### src/rtl/jbp_pkg.sv
package jbp_pkg;

  // command codes carried in func
  localparam logic [2:0] FUNC_CODE   = 3'd0;
  localparam logic [2:0] FUNC_BYTE   = 3'd1;
  localparam logic [2:0] FUNC_WORD   = 3'd2;
  localparam logic [2:0] FUNC_MARKER = 3'd3;
  localparam logic [2:0] FUNC_ALIGN  = 3'd4;

  localparam logic [7:0] BYTE_FF    = 8'hFF;
  localparam logic [7:0] BYTE_STUFF = 8'h00;
  localparam logic [4:0] MAX_BITS   = 5'd16;

  // one input word
  typedef struct packed {
    logic [2:0]  func;
    logic [4:0]  bit_count;
    logic [15:0] payload;
  } cmd_t;

  // one output word
  typedef struct packed {
    logic [7:0] out_byte;
    logic       last_of_run;
  } res_t;

  // all bytes released by one command, first byte in slot 0
  typedef struct packed {
    logic [3:0][7:0] bytes;
    logic [2:0]      count;
  } bundle_t;

endpackage

### src/rtl/jbp_front.sv
module jbp_front (
  input  logic             clk,
  input  logic             rst,
  input  logic             cmd_valid,
  output logic             cmd_ready,
  input  jbp_pkg::cmd_t    cmd,
  output logic             push,
  output jbp_pkg::bundle_t push_data,
  input  logic             full
);
  import jbp_pkg::*;

  logic [15:0] pend_bits, pend_bits_next;
  logic [3:0]  pend_count, pend_count_next;

  logic [4:0]  nb;
  logic [16:0] mask17;
  logic [15:0] val;
  logic [4:0]  total;
  logic [3:0]  rest;
  logic [15:0] word;
  logic [31:0] val_wide;
  logic [31:0] carry_sh;
  logic [31:0] add_sh;
  logic [15:0] fill_mask;
  logic [15:0] word_al;
  bundle_t     bnd;

  // one byte, followed by a stuffed zero if it is 0xFF
  function automatic bundle_t stuff1(input logic [7:0] b);
    bundle_t r;
    r.bytes = '0;
    r.bytes[0] = b;
    r.bytes[1] = BYTE_STUFF;
    r.count = (b == BYTE_FF) ? 3'd2 : 3'd1;
    return r;
  endfunction

  // high then low byte, each stuffed
  function automatic bundle_t stuff2(input logic [7:0] hi, input logic [7:0] lo);
    bundle_t r;
    r.bytes = '0;
    if (hi == BYTE_FF) begin
      r.bytes[0] = hi;
      r.bytes[1] = BYTE_STUFF;
      r.bytes[2] = lo;
      r.bytes[3] = BYTE_STUFF;
      r.count = (lo == BYTE_FF) ? 3'd4 : 3'd3;
    end else begin
      r.bytes[0] = hi;
      r.bytes[1] = lo;
      r.bytes[2] = BYTE_STUFF;
      r.count = (lo == BYTE_FF) ? 3'd3 : 3'd2;
    end
    return r;
  endfunction

  assign cmd_ready = !full;

  // code bit datapath
  always_comb begin
    nb       = (cmd.bit_count > MAX_BITS) ? MAX_BITS : cmd.bit_count;
    mask17   = (17'd1 << nb) - 17'd1;
    val      = cmd.payload & mask17[15:0];
    total    = {1'b0, pend_count} + nb;
    rest     = total[3:0];
    word     = pend_bits | (val >> rest);
    val_wide = {16'd0, val};
    carry_sh = val_wide << (5'd16 - {1'b0, rest});
    add_sh   = val_wide << (5'd16 - total);
    // align: ones from the held bits down to the next byte boundary
    fill_mask = 16'hFFFF >> pend_count;
    if (pend_count <= 4'd8) begin
      fill_mask[7:0] = 8'h00;
    end
    word_al = pend_bits | fill_mask;
  end

  // classify the command, build its byte bundle and next state
  always_comb begin
    pend_bits_next  = pend_bits;
    pend_count_next = pend_count;
    bnd             = '0;
    case (cmd.func)
      FUNC_CODE: begin
        if (total >= 5'd16) begin
          bnd             = stuff2(word[15:8], word[7:0]);
          pend_count_next = rest;
          pend_bits_next  = carry_sh[15:0];
        end else begin
          pend_bits_next  = pend_bits | add_sh[15:0];
          pend_count_next = total[3:0];
        end
      end
      FUNC_BYTE: begin
        bnd.bytes[0] = cmd.payload[7:0];
        bnd.count    = 3'd1;
      end
      FUNC_WORD: begin
        bnd.bytes[0] = cmd.payload[15:8];
        bnd.bytes[1] = cmd.payload[7:0];
        bnd.count    = 3'd2;
      end
      FUNC_MARKER: begin
        bnd.bytes[0] = BYTE_FF;
        bnd.bytes[1] = cmd.payload[7:0];
        bnd.count    = 3'd2;
      end
      FUNC_ALIGN: begin
        if (pend_count == 4'd0) begin
          bnd = '0;
        end else if (pend_count <= 4'd8) begin
          bnd = stuff1(word_al[15:8]);
        end else begin
          bnd = stuff2(word_al[15:8], word_al[7:0]);
        end
        pend_bits_next  = '0;
        pend_count_next = '0;
      end
      default: begin
        bnd = '0;
      end
    endcase
  end

  assign push      = cmd_valid && cmd_ready && (bnd.count != 3'd0);
  assign push_data = bnd;

  // accumulator
  always_ff @(posedge clk) begin
    if (rst) begin
      pend_bits  <= '0;
      pend_count <= '0;
    end else if (cmd_valid && cmd_ready) begin
      pend_bits  <= pend_bits_next;
      pend_count <= pend_count_next;
    end
  end

endmodule

### src/rtl/jbp_fifo.sv
module jbp_fifo #(
  parameter int DEPTH = 4
) (
  input  logic             clk,
  input  logic             rst,
  input  logic             push,
  input  jbp_pkg::bundle_t push_data,
  output logic             full,
  input  logic             pop,
  output logic             avail,
  output jbp_pkg::bundle_t pop_data
);
  import jbp_pkg::*;

  localparam int AW = (DEPTH > 1) ? $clog2(DEPTH) : 1;
  localparam int CW = $clog2(DEPTH + 1);
  localparam logic [AW-1:0] LAST_PTR = AW'(DEPTH - 1);
  localparam logic [CW-1:0] FULL_CNT = CW'(DEPTH);

  bundle_t       mem [DEPTH];
  logic [AW-1:0] wr_ptr, rd_ptr;
  logic [CW-1:0] fill;
  logic          do_push, do_pop;

  assign full     = (fill == FULL_CNT);
  assign avail    = (fill != '0);
  assign pop_data = mem[rd_ptr];
  assign do_push  = push && !full;
  assign do_pop   = pop && avail;

  // storage
  always_ff @(posedge clk) begin
    if (do_push) begin
      mem[wr_ptr] <= push_data;
    end
  end

  // pointers and fill level
  always_ff @(posedge clk) begin
    if (rst) begin
      wr_ptr <= '0;
      rd_ptr <= '0;
      fill   <= '0;
    end else begin
      if (do_push) begin
        wr_ptr <= (wr_ptr == LAST_PTR) ? '0 : wr_ptr + AW'(1);
      end
      if (do_pop) begin
        rd_ptr <= (rd_ptr == LAST_PTR) ? '0 : rd_ptr + AW'(1);
      end
      if (do_push && !do_pop) begin
        fill <= fill + CW'(1);
      end else if (do_pop && !do_push) begin
        fill <= fill - CW'(1);
      end
    end
  end

endmodule

### src/rtl/jbp_back.sv
module jbp_back (
  input  logic             clk,
  input  logic             rst,
  input  logic             avail,
  input  jbp_pkg::bundle_t pop_data,
  output logic             pop,
  output logic             res_valid,
  input  logic             res_ready,
  output jbp_pkg::res_t    res
);
  import jbp_pkg::*;

  bundle_t    cur;
  logic       cur_valid;
  logic [1:0] idx;
  logic       last;
  logic       done;

  assign last = ({1'b0, idx} == (cur.count - 3'd1));
  assign done = res_valid && res_ready && last;
  assign pop  = avail && (!cur_valid || done);

  assign res_valid       = cur_valid;
  assign res.out_byte    = cur.bytes[idx];
  assign res.last_of_run = last;

  // bundle being drained
  always_ff @(posedge clk) begin
    if (pop) begin
      cur <= pop_data;
    end
  end

  // byte index and valid
  always_ff @(posedge clk) begin
    if (rst) begin
      cur_valid <= 1'b0;
      idx       <= '0;
    end else if (pop) begin
      cur_valid <= 1'b1;
      idx       <= '0;
    end else if (done) begin
      cur_valid <= 1'b0;
      idx       <= '0;
    end else if (res_valid && res_ready) begin
      idx <= idx + 2'd1;
    end
  end

endmodule

### src/rtl/jpeg_bit_packer_with_byte_stuffing_core.sv
// A command's bytes are held in the bundle queue, then in the output stage.
// Throughput: at most one command per cycle into a DEPTH-entry bundle queue
// while it is not full; bytes leave at one per cycle while res_ready is high,
// so the single-byte output stage limits the rate of commands that release
// several bytes (up to 4).
// Reset (rst, synchronous): clears held bits, queue and output stage.
module jpeg_bit_packer_with_byte_stuffing_core #(
  parameter int DEPTH = 4
) (
  input  logic          clk,
  input  logic          rst,
  input  logic          cmd_valid,
  output logic          cmd_ready,
  input  jbp_pkg::cmd_t cmd,
  output logic          res_valid,
  input  logic          res_ready,
  output jbp_pkg::res_t res
);
  import jbp_pkg::*;

  logic    push, full, pop, avail;
  bundle_t push_data, pop_data;

  // accumulator and classification
  jbp_front u_front (
    .clk       (clk),
    .rst       (rst),
    .cmd_valid (cmd_valid),
    .cmd_ready (cmd_ready),
    .cmd       (cmd),
    .push      (push),
    .push_data (push_data),
    .full      (full)
  );

  // bundle queue
  jbp_fifo #(
    .DEPTH (DEPTH)
  ) u_fifo (
    .clk       (clk),
    .rst       (rst),
    .push      (push),
    .push_data (push_data),
    .full      (full),
    .pop       (pop),
    .avail     (avail),
    .pop_data  (pop_data)
  );

  // byte serializer
  jbp_back u_back (
    .clk       (clk),
    .rst       (rst),
    .avail     (avail),
    .pop_data  (pop_data),
    .pop       (pop),
    .res_valid (res_valid),
    .res_ready (res_ready),
    .res       (res)
  );

endmodule
### config.mk
export PLATFORM = sky130hd
export DESIGN_NAME = jpeg_bit_packer_with_byte_stuffing_core
export DESIGN_NICKNAME = d
export VERILOG_FILES = /design/src/rtl/jbp_pkg.sv /design/src/rtl/jbp_front.sv /design/src/rtl/jbp_fifo.sv /design/src/rtl/jbp_back.sv /design/src/rtl/jpeg_bit_packer_with_byte_stuffing_core.sv
export SDC_FILE = /design/constraint.sdc
export NUM_CORES = 1
export LEC_CHECK = 0
export ABC_AREA = 1
export BUFFER_PORTS_ARGS = -buffer_cell sky130_fd_sc_hd__buf_2
export CAP_MARGIN = 5
export CORE_UTILIZATION = 45
export CTS_BUF_LIST = sky130_fd_sc_hd__clkbuf_8
export DETAILED_ROUTE_END_ITERATION = 16
export MAX_ROUTING_LAYER = met4
export PLACE_DENSITY = 0.62
export SLEW_MARGIN = 20
export SYNTH_ARGS = -nofsm -noshare
export SYNTH_HDL_FRONTEND = slang
export SYNTH_SLANG_ARGS = --single-unit
### constraint.sdc
create_clock -name clk -period 6.41 [get_ports clk]
set_input_delay 0.9615 -clock clk [delete_from_list [all_inputs] [get_ports clk]]
set_output_delay 0.9615 -clock clk [all_outputs]
set_load 0.1 [all_outputs]
Yosys cells after proc, flatten, opt, wreduce, memory -nomap -nowiden. Memories as Yosys holds them, arrays and structs flattened. A register that Yosys moved wholly into a read port is not among the register bits. Cells that the tools add are included. Widths: inputs -> output; s select.

Mux-type cells: 28. Bitwise operators: 4. Shifts and indexed selects: 5. Divide/modulo/power cells: 0. Reductions and logical operators: 24. Equality and inequality tests: 12. Add/subtract/negate cells: 10. Order comparisons: 4. $mul: 0.

Operator list (number): $mux 27 (4); $pmux 16 s2 (2); $pmux 11 s5 (1); $or 16x16->16 (3); $mux 35 (1); $eq 8x8->1 const B (4); $shl 16x5->16 (2); $pmux 8 s3 (1); $and 16x16->16 (1); $bmux 8 s2 (1); $mux 16 (1); $mux 8 (2); $shl 1x5->16 const A (1); $shr 16x4->16 (1); $shr 16x4->16 const A (1); $sub 16x1->16 const B (1); $mux 3 (4); $logic_and 1x1->1 (9); $pmux 4 s2 (1); $add 2x1->2 const B (3); $eq 3x2->1 const B (2); $eq 3x3->1 const B (2); $mux 1 (6); $mux 2 (3); 22 further kinds (30).

Bits in read-only memories: 0. Word-level logic and storage cells: 95. Register bits after elaboration: 30. Latch bits: 0. Memories: 1. RAM bits: 140. Output and inout bits: 11.

Memory list: u_fifo.mem (words 4, bits a word 35, read ports 1, clocked after Yosys merged registers in 1, write ports 1, RTL line jbp_fifo.sv:20) `bundle_t mem [DEPTH];`.

Depth between registers and ports, before layout.
Depth in word-level cells: 19. Mapped depth: 39. Gate-level depth less buffers: 38.

Hierarchy. A second synthesis with hierarchy kept.

Cell total of the unflattened synthesis: 1276. Area total of the unflattened synthesis: 11208.2 µm².

By module, submodules not included: jbp_fifo (cells each 408, times used 1, area each 5675.4 µm²); jbp_front (cells each 755, times used 1, area each 4000.1 µm²); jbp_back (cells each 113, times used 1, area each 1532.7 µm²).

Least setup slack after synthesis. No wires, ideal clock.

Path type: input port to flip-flop. Start point: input cmd[20] (netlist name). End point: memory u_fifo.mem[0][0] (netlist name), enable pin. Path buffers: 2. Cell stages on the path: 20. Arrival time: 5.020 ns. Slack: 0.979 ns. Cell sequence: buf_6 > a21oi_1 > ha_1 > fa_1 > clkinv_1 > clkbuf_1 > nand2_1 > nand4_1 > nand2_1 > nand3_1 > nor2_4 > nand2_4 > inv_1 > ha_1 > inv_1 > o21ai_1 > nor2_2 > nand2_2 > nand2_1 > nor2_1.

RTL lines: from (decl) (RTL line jpeg_bit_packer_with_byte_stuffing_core.sv:14) `input jbp_pkg::cmd_t cmd,`; to (decl) (RTL line jbp_fifo.sv:20).

==> impl_summary.log <==
[metrics] outcome: complete, no violations
[metrics] drt drc: 0
[metrics] total number of vias: 8,028
[metrics] setup violation total in the final timing report: 0
[metrics] number of enable-type register cells in the synthesized netlist: 135
[metrics] CTS tree: done
[metrics] post-synthesis instance area: 9469 um^2
[metrics] maximum root-to-sink buffer count: 2
[metrics] instance count of the mapped netlist: 1,154
[metrics] RSZ-0062 raised after global routing: no
[metrics] # diodes: 0
[metrics] synthesis warning total: 0
[metrics] Min Hold Slack: 0.4683 ns
[metrics] cell taking the most area after synthesis: edfxtp_1
[metrics] area of the core region: 20,430 um^2
[metrics] ys async rst share: 0
[metrics] buffers inserted during post-CTS setup optimization: 0
[metrics] power per unit of standard cell area: 338.6 nW/um^2
[metrics] Post-Place Worst Slack: 0.7172 ns
[metrics] clock slew seen by the registers of the worst setup and hold paths: 0.10 ns
[metrics] Tot GR Track Use: 0.2612
[metrics] final RePlAce weighted congestion: 0.9767
[metrics] part of the cycle the worst path needs: 0.8221
[metrics] Final Instance Count excl. Fillers: 1,459
[metrics] clock root buffer master: clkbuf_8
[metrics] source of the worst register-to-register timing path: u_front.pend_count[0]$_SDFFE_PP0P_
[metrics] number of maximum-capacitance constraint violations: 0
[metrics] endpoint of the worst-slack reg-to-reg timing path: u_fifo.fill[2]$_SDFFE_PP0P_
[metrics] hold path depth: 2
[metrics] worst reg-to-reg path cell count: 29
[metrics] Commonest cells post-synth: 268 x nand2_1, 135 x edfxtp_1, 125 x nor2_1
[metrics] proportion of netlist area held by the largest area contributor: 0.4281
[metrics] share of layout cells above drive strength 1: 0.1169
[metrics] dominant combinational cell family by area after synthesis: simple AND/OR/NAND/NOR gates
[metrics] distinct cell type count after synthesis: 50
[metrics] r2r setup slk: 1.64 ns
[metrics] Critical Path RT: 6.80 ns
[metrics] total number of H-tree levels: 4
[metrics] clock latency of the later-clocked register in the worst-skew pair: 0.47 ns
[metrics] synthesized netlist net count: 1,201
[metrics] PnR worst setup slack: 1.141 ns
[metrics] remaining number of nets flagged by the antenna check after routing: 0
[metrics] total clock buffers created by CTS: 17
[metrics] startpoint type of the worst setup path: input port
[metrics] simple-gate share of the synthesized area: 0.2599
[metrics] Min-Delay Endpoint: u_front.pend_bits[6]$_SDFFE_PP0P_
[metrics] arrival time at the worst endpoint: 5.66 ns
[metrics] worst min-delay path startpoint: u_front.pend_bits[6]$_SDFFE_PP0P_
[metrics] initial core utilization: 0.4635
[metrics] initial antenna violation count: 0
[metrics] clock sink count: 165
[metrics] final count of pins violating max slew: 0
[metrics] mux cell area share after synthesis: 0
[metrics] Avg Vias per Cell: 5.502
[metrics] XOR/XNOR Fraction of Synth Area: 0.009249
[metrics] IO Port Bufs: 38
[metrics] critical setup path kind: input port to flop
[metrics] crit path capture type: flop
[metrics] actual slew at the worst max-slew pin: 0.9847 ns
[metrics] maximum number of pins on one net before global-route repair: 58
[metrics] Post-Route Utilization: 0.5038
[metrics] worst-path cell with the longest stage delay: fa_1
[metrics] critical path peak fanout: 16
[metrics] GRT overflow: 0
[metrics] Die Ht: 147.1 um
[metrics] worst supply voltage drop on vdd: 0.0001615 V
[metrics] mean routed wirelength per cell: 18.17 um
[metrics] worst rel slew slack: 0.3385
[metrics] count of placed standard cells including taps: 1,427
[metrics] number of gates resized after cts: 0
[metrics] synthesized area per cell: 8.205 um^2
[metrics] estimated wirelength of the detail-placed design: 19.15 mm
[metrics] Yosys reg bits: 165
[metrics] I/O pin count: 39
[metrics] Seq/Total Area, Yosys: 0.4915
[metrics] first-pass GRT wire length: 41.63 mm
[metrics] number of endpoints with negative hold slack in the final report: 0
[metrics] clock skew after layout: 0.02556 ns
[metrics] total of hold buffers inserted after clock tree synthesis: 0
[metrics] final layout net count: 1,223
[metrics] leakage power figure: 0.004209 uW
[metrics] Post-Route WL: 26.51 mm
[metrics] path category of the worst min-delay check: flop to flop
[metrics] Max Clk Rate: 189.8 MHz
[metrics] count of routing violations after the opening detailed-route iteration: 790
[metrics] row count: 52
[metrics] number of global-route vias before repair: 7,406
[metrics] die outline width: 147.1 um
[metrics] Most used DFF post-synth: edfxtp_1
[metrics] number of detailed-route iterations in the first pass: 6
[metrics] post-layout min period: 5.269 ns
[metrics] Fillers: 2,006
[metrics] most instantiated library cell after synthesis: nand2_1
[metrics] peak per-stage delay on the critical path: 0.46 ns
[metrics] full die area: 21,630 um^2
[metrics] leading cell types by total area after synthesis: edfxtp_1 43%, nand2_1 11%, dfxtp_1 6.3%
[metrics] signed area change from the synthesized netlist to the final layout: 8.695%
[metrics] synthesized-area fraction occupied by adder cells: 0.02669
[metrics] setup TNS: 0 ns
[metrics] complex-gate fraction of the synthesized area: 0.1439
==> flip-flops by register name, summed over array words and instances (netlist names) <==
register and count:
u_back.res_valid 1, u_fifo.rd_ptr 2, u_back.cur 27, u_fifo.fill 3
u_fifo.wr_ptr 2, u_back.idx 2, u_front.pend_count 4, u_fifo.mem 108
u_front.pend_bits 16
==> layer usage <==
metal	up-vias	track usage	routed length [um]
met4	0	0.07784	631
met1	3730	0.3370	11820
met5	-	-	0
met2	259	0.4236	12770
li1	3995	-	-
met3	44	0.04130	1296
==> worst max-delay path, delay by kind of cell <==
kind / cells / cell delay (ns)
and+or+nand+nor: 17 / 1.94
AOI/OAI and AO/OA: 5 / 0.69
adders and majority gates: 5 / 1.38
buffers and inverters: 6 / 0.68
==> where the power goes <==
group	switching, uW	internal, uW
Clock	468	301
Combinational	983	306
Sequential	64.5	1360
Total	1520	1970
==> worst max-delay path by stage <==
stage | slack [ns] | from | to | cells after the start
detailed placement | 0.72 | cmd[18] | u_fifo.fill[2]$_SDFFE_PP0P_ | 33
finish | 1.14 | cmd[18] | u_fifo.fill[2]$_SDFFE_PP0P_ | 33
global placement | 0.78 | cmd[18] | u_fifo.fill[2]$_SDFFE_PP0P_ | 31
CTS | 1.21 | cmd[18] | u_fifo.fill[2]$_SDFFE_PP0P_ | 33
global route | 0.68 | cmd[18] | u_fifo.fill[2]$_SDFFE_PP0P_ | 31
floorplan | 0.98 | cmd[20] | u_fifo.mem[0][0]$_DFFE_PP_ | 20
==> metrics by stage <==
step,power [uW],area (um^2)
floorplan,2436,9469
global placement,2739,9878
CTS,3511,10290
global route,3684,10290
detailed placement,2748,9878
finish,3485,10290
==> layout by cell type (no fill, tap or decap), drive strengths merged, types with 2 or more instances in the layout <==
cell type  count
clkinv        13
a32o           2
o31ai          9
a21boi         2
nor2         130
clkbuf        17
xor2           3
inv          113
dfxtp         30
o21bai         3
nand4         19
a22o           5
buf           51
o22ai         28
xnor2          4
ha            17
nor3           7
nand3        102
fa             2
and2           2
or2            9
edfxtp       135
a21oi         61
a31oi          3
o211ai         2
nand2        291
o2111ai        8
o21ai        118
==> cell families after synthesis <==
family,Yosys count
DFF,165
xor gates and xnor gates,7
adders and majority gates,19
AOI/OAI and AO/OA,242
and+or+nand+nor,562
buffers and inverters,159
==> layout make-up <==
type / instances / area (um^2) / area share
Multi-Input combinational cell: 830 / 4177 / 0.4058
Sequential cell: 165 / 4654 / 0.4522
Clock buffer: 17 / 234.0 / 0.02273
Timing Repair Buffer: 51 / 287.8 / 0.02796
Clock inverter: 15 / 180.2 / 0.01751
Tap cell: 270 / 337.8 / 0.03282
Inverter: 111 / 421.7 / 0.04097
Power figures use the tool's default switching activity.
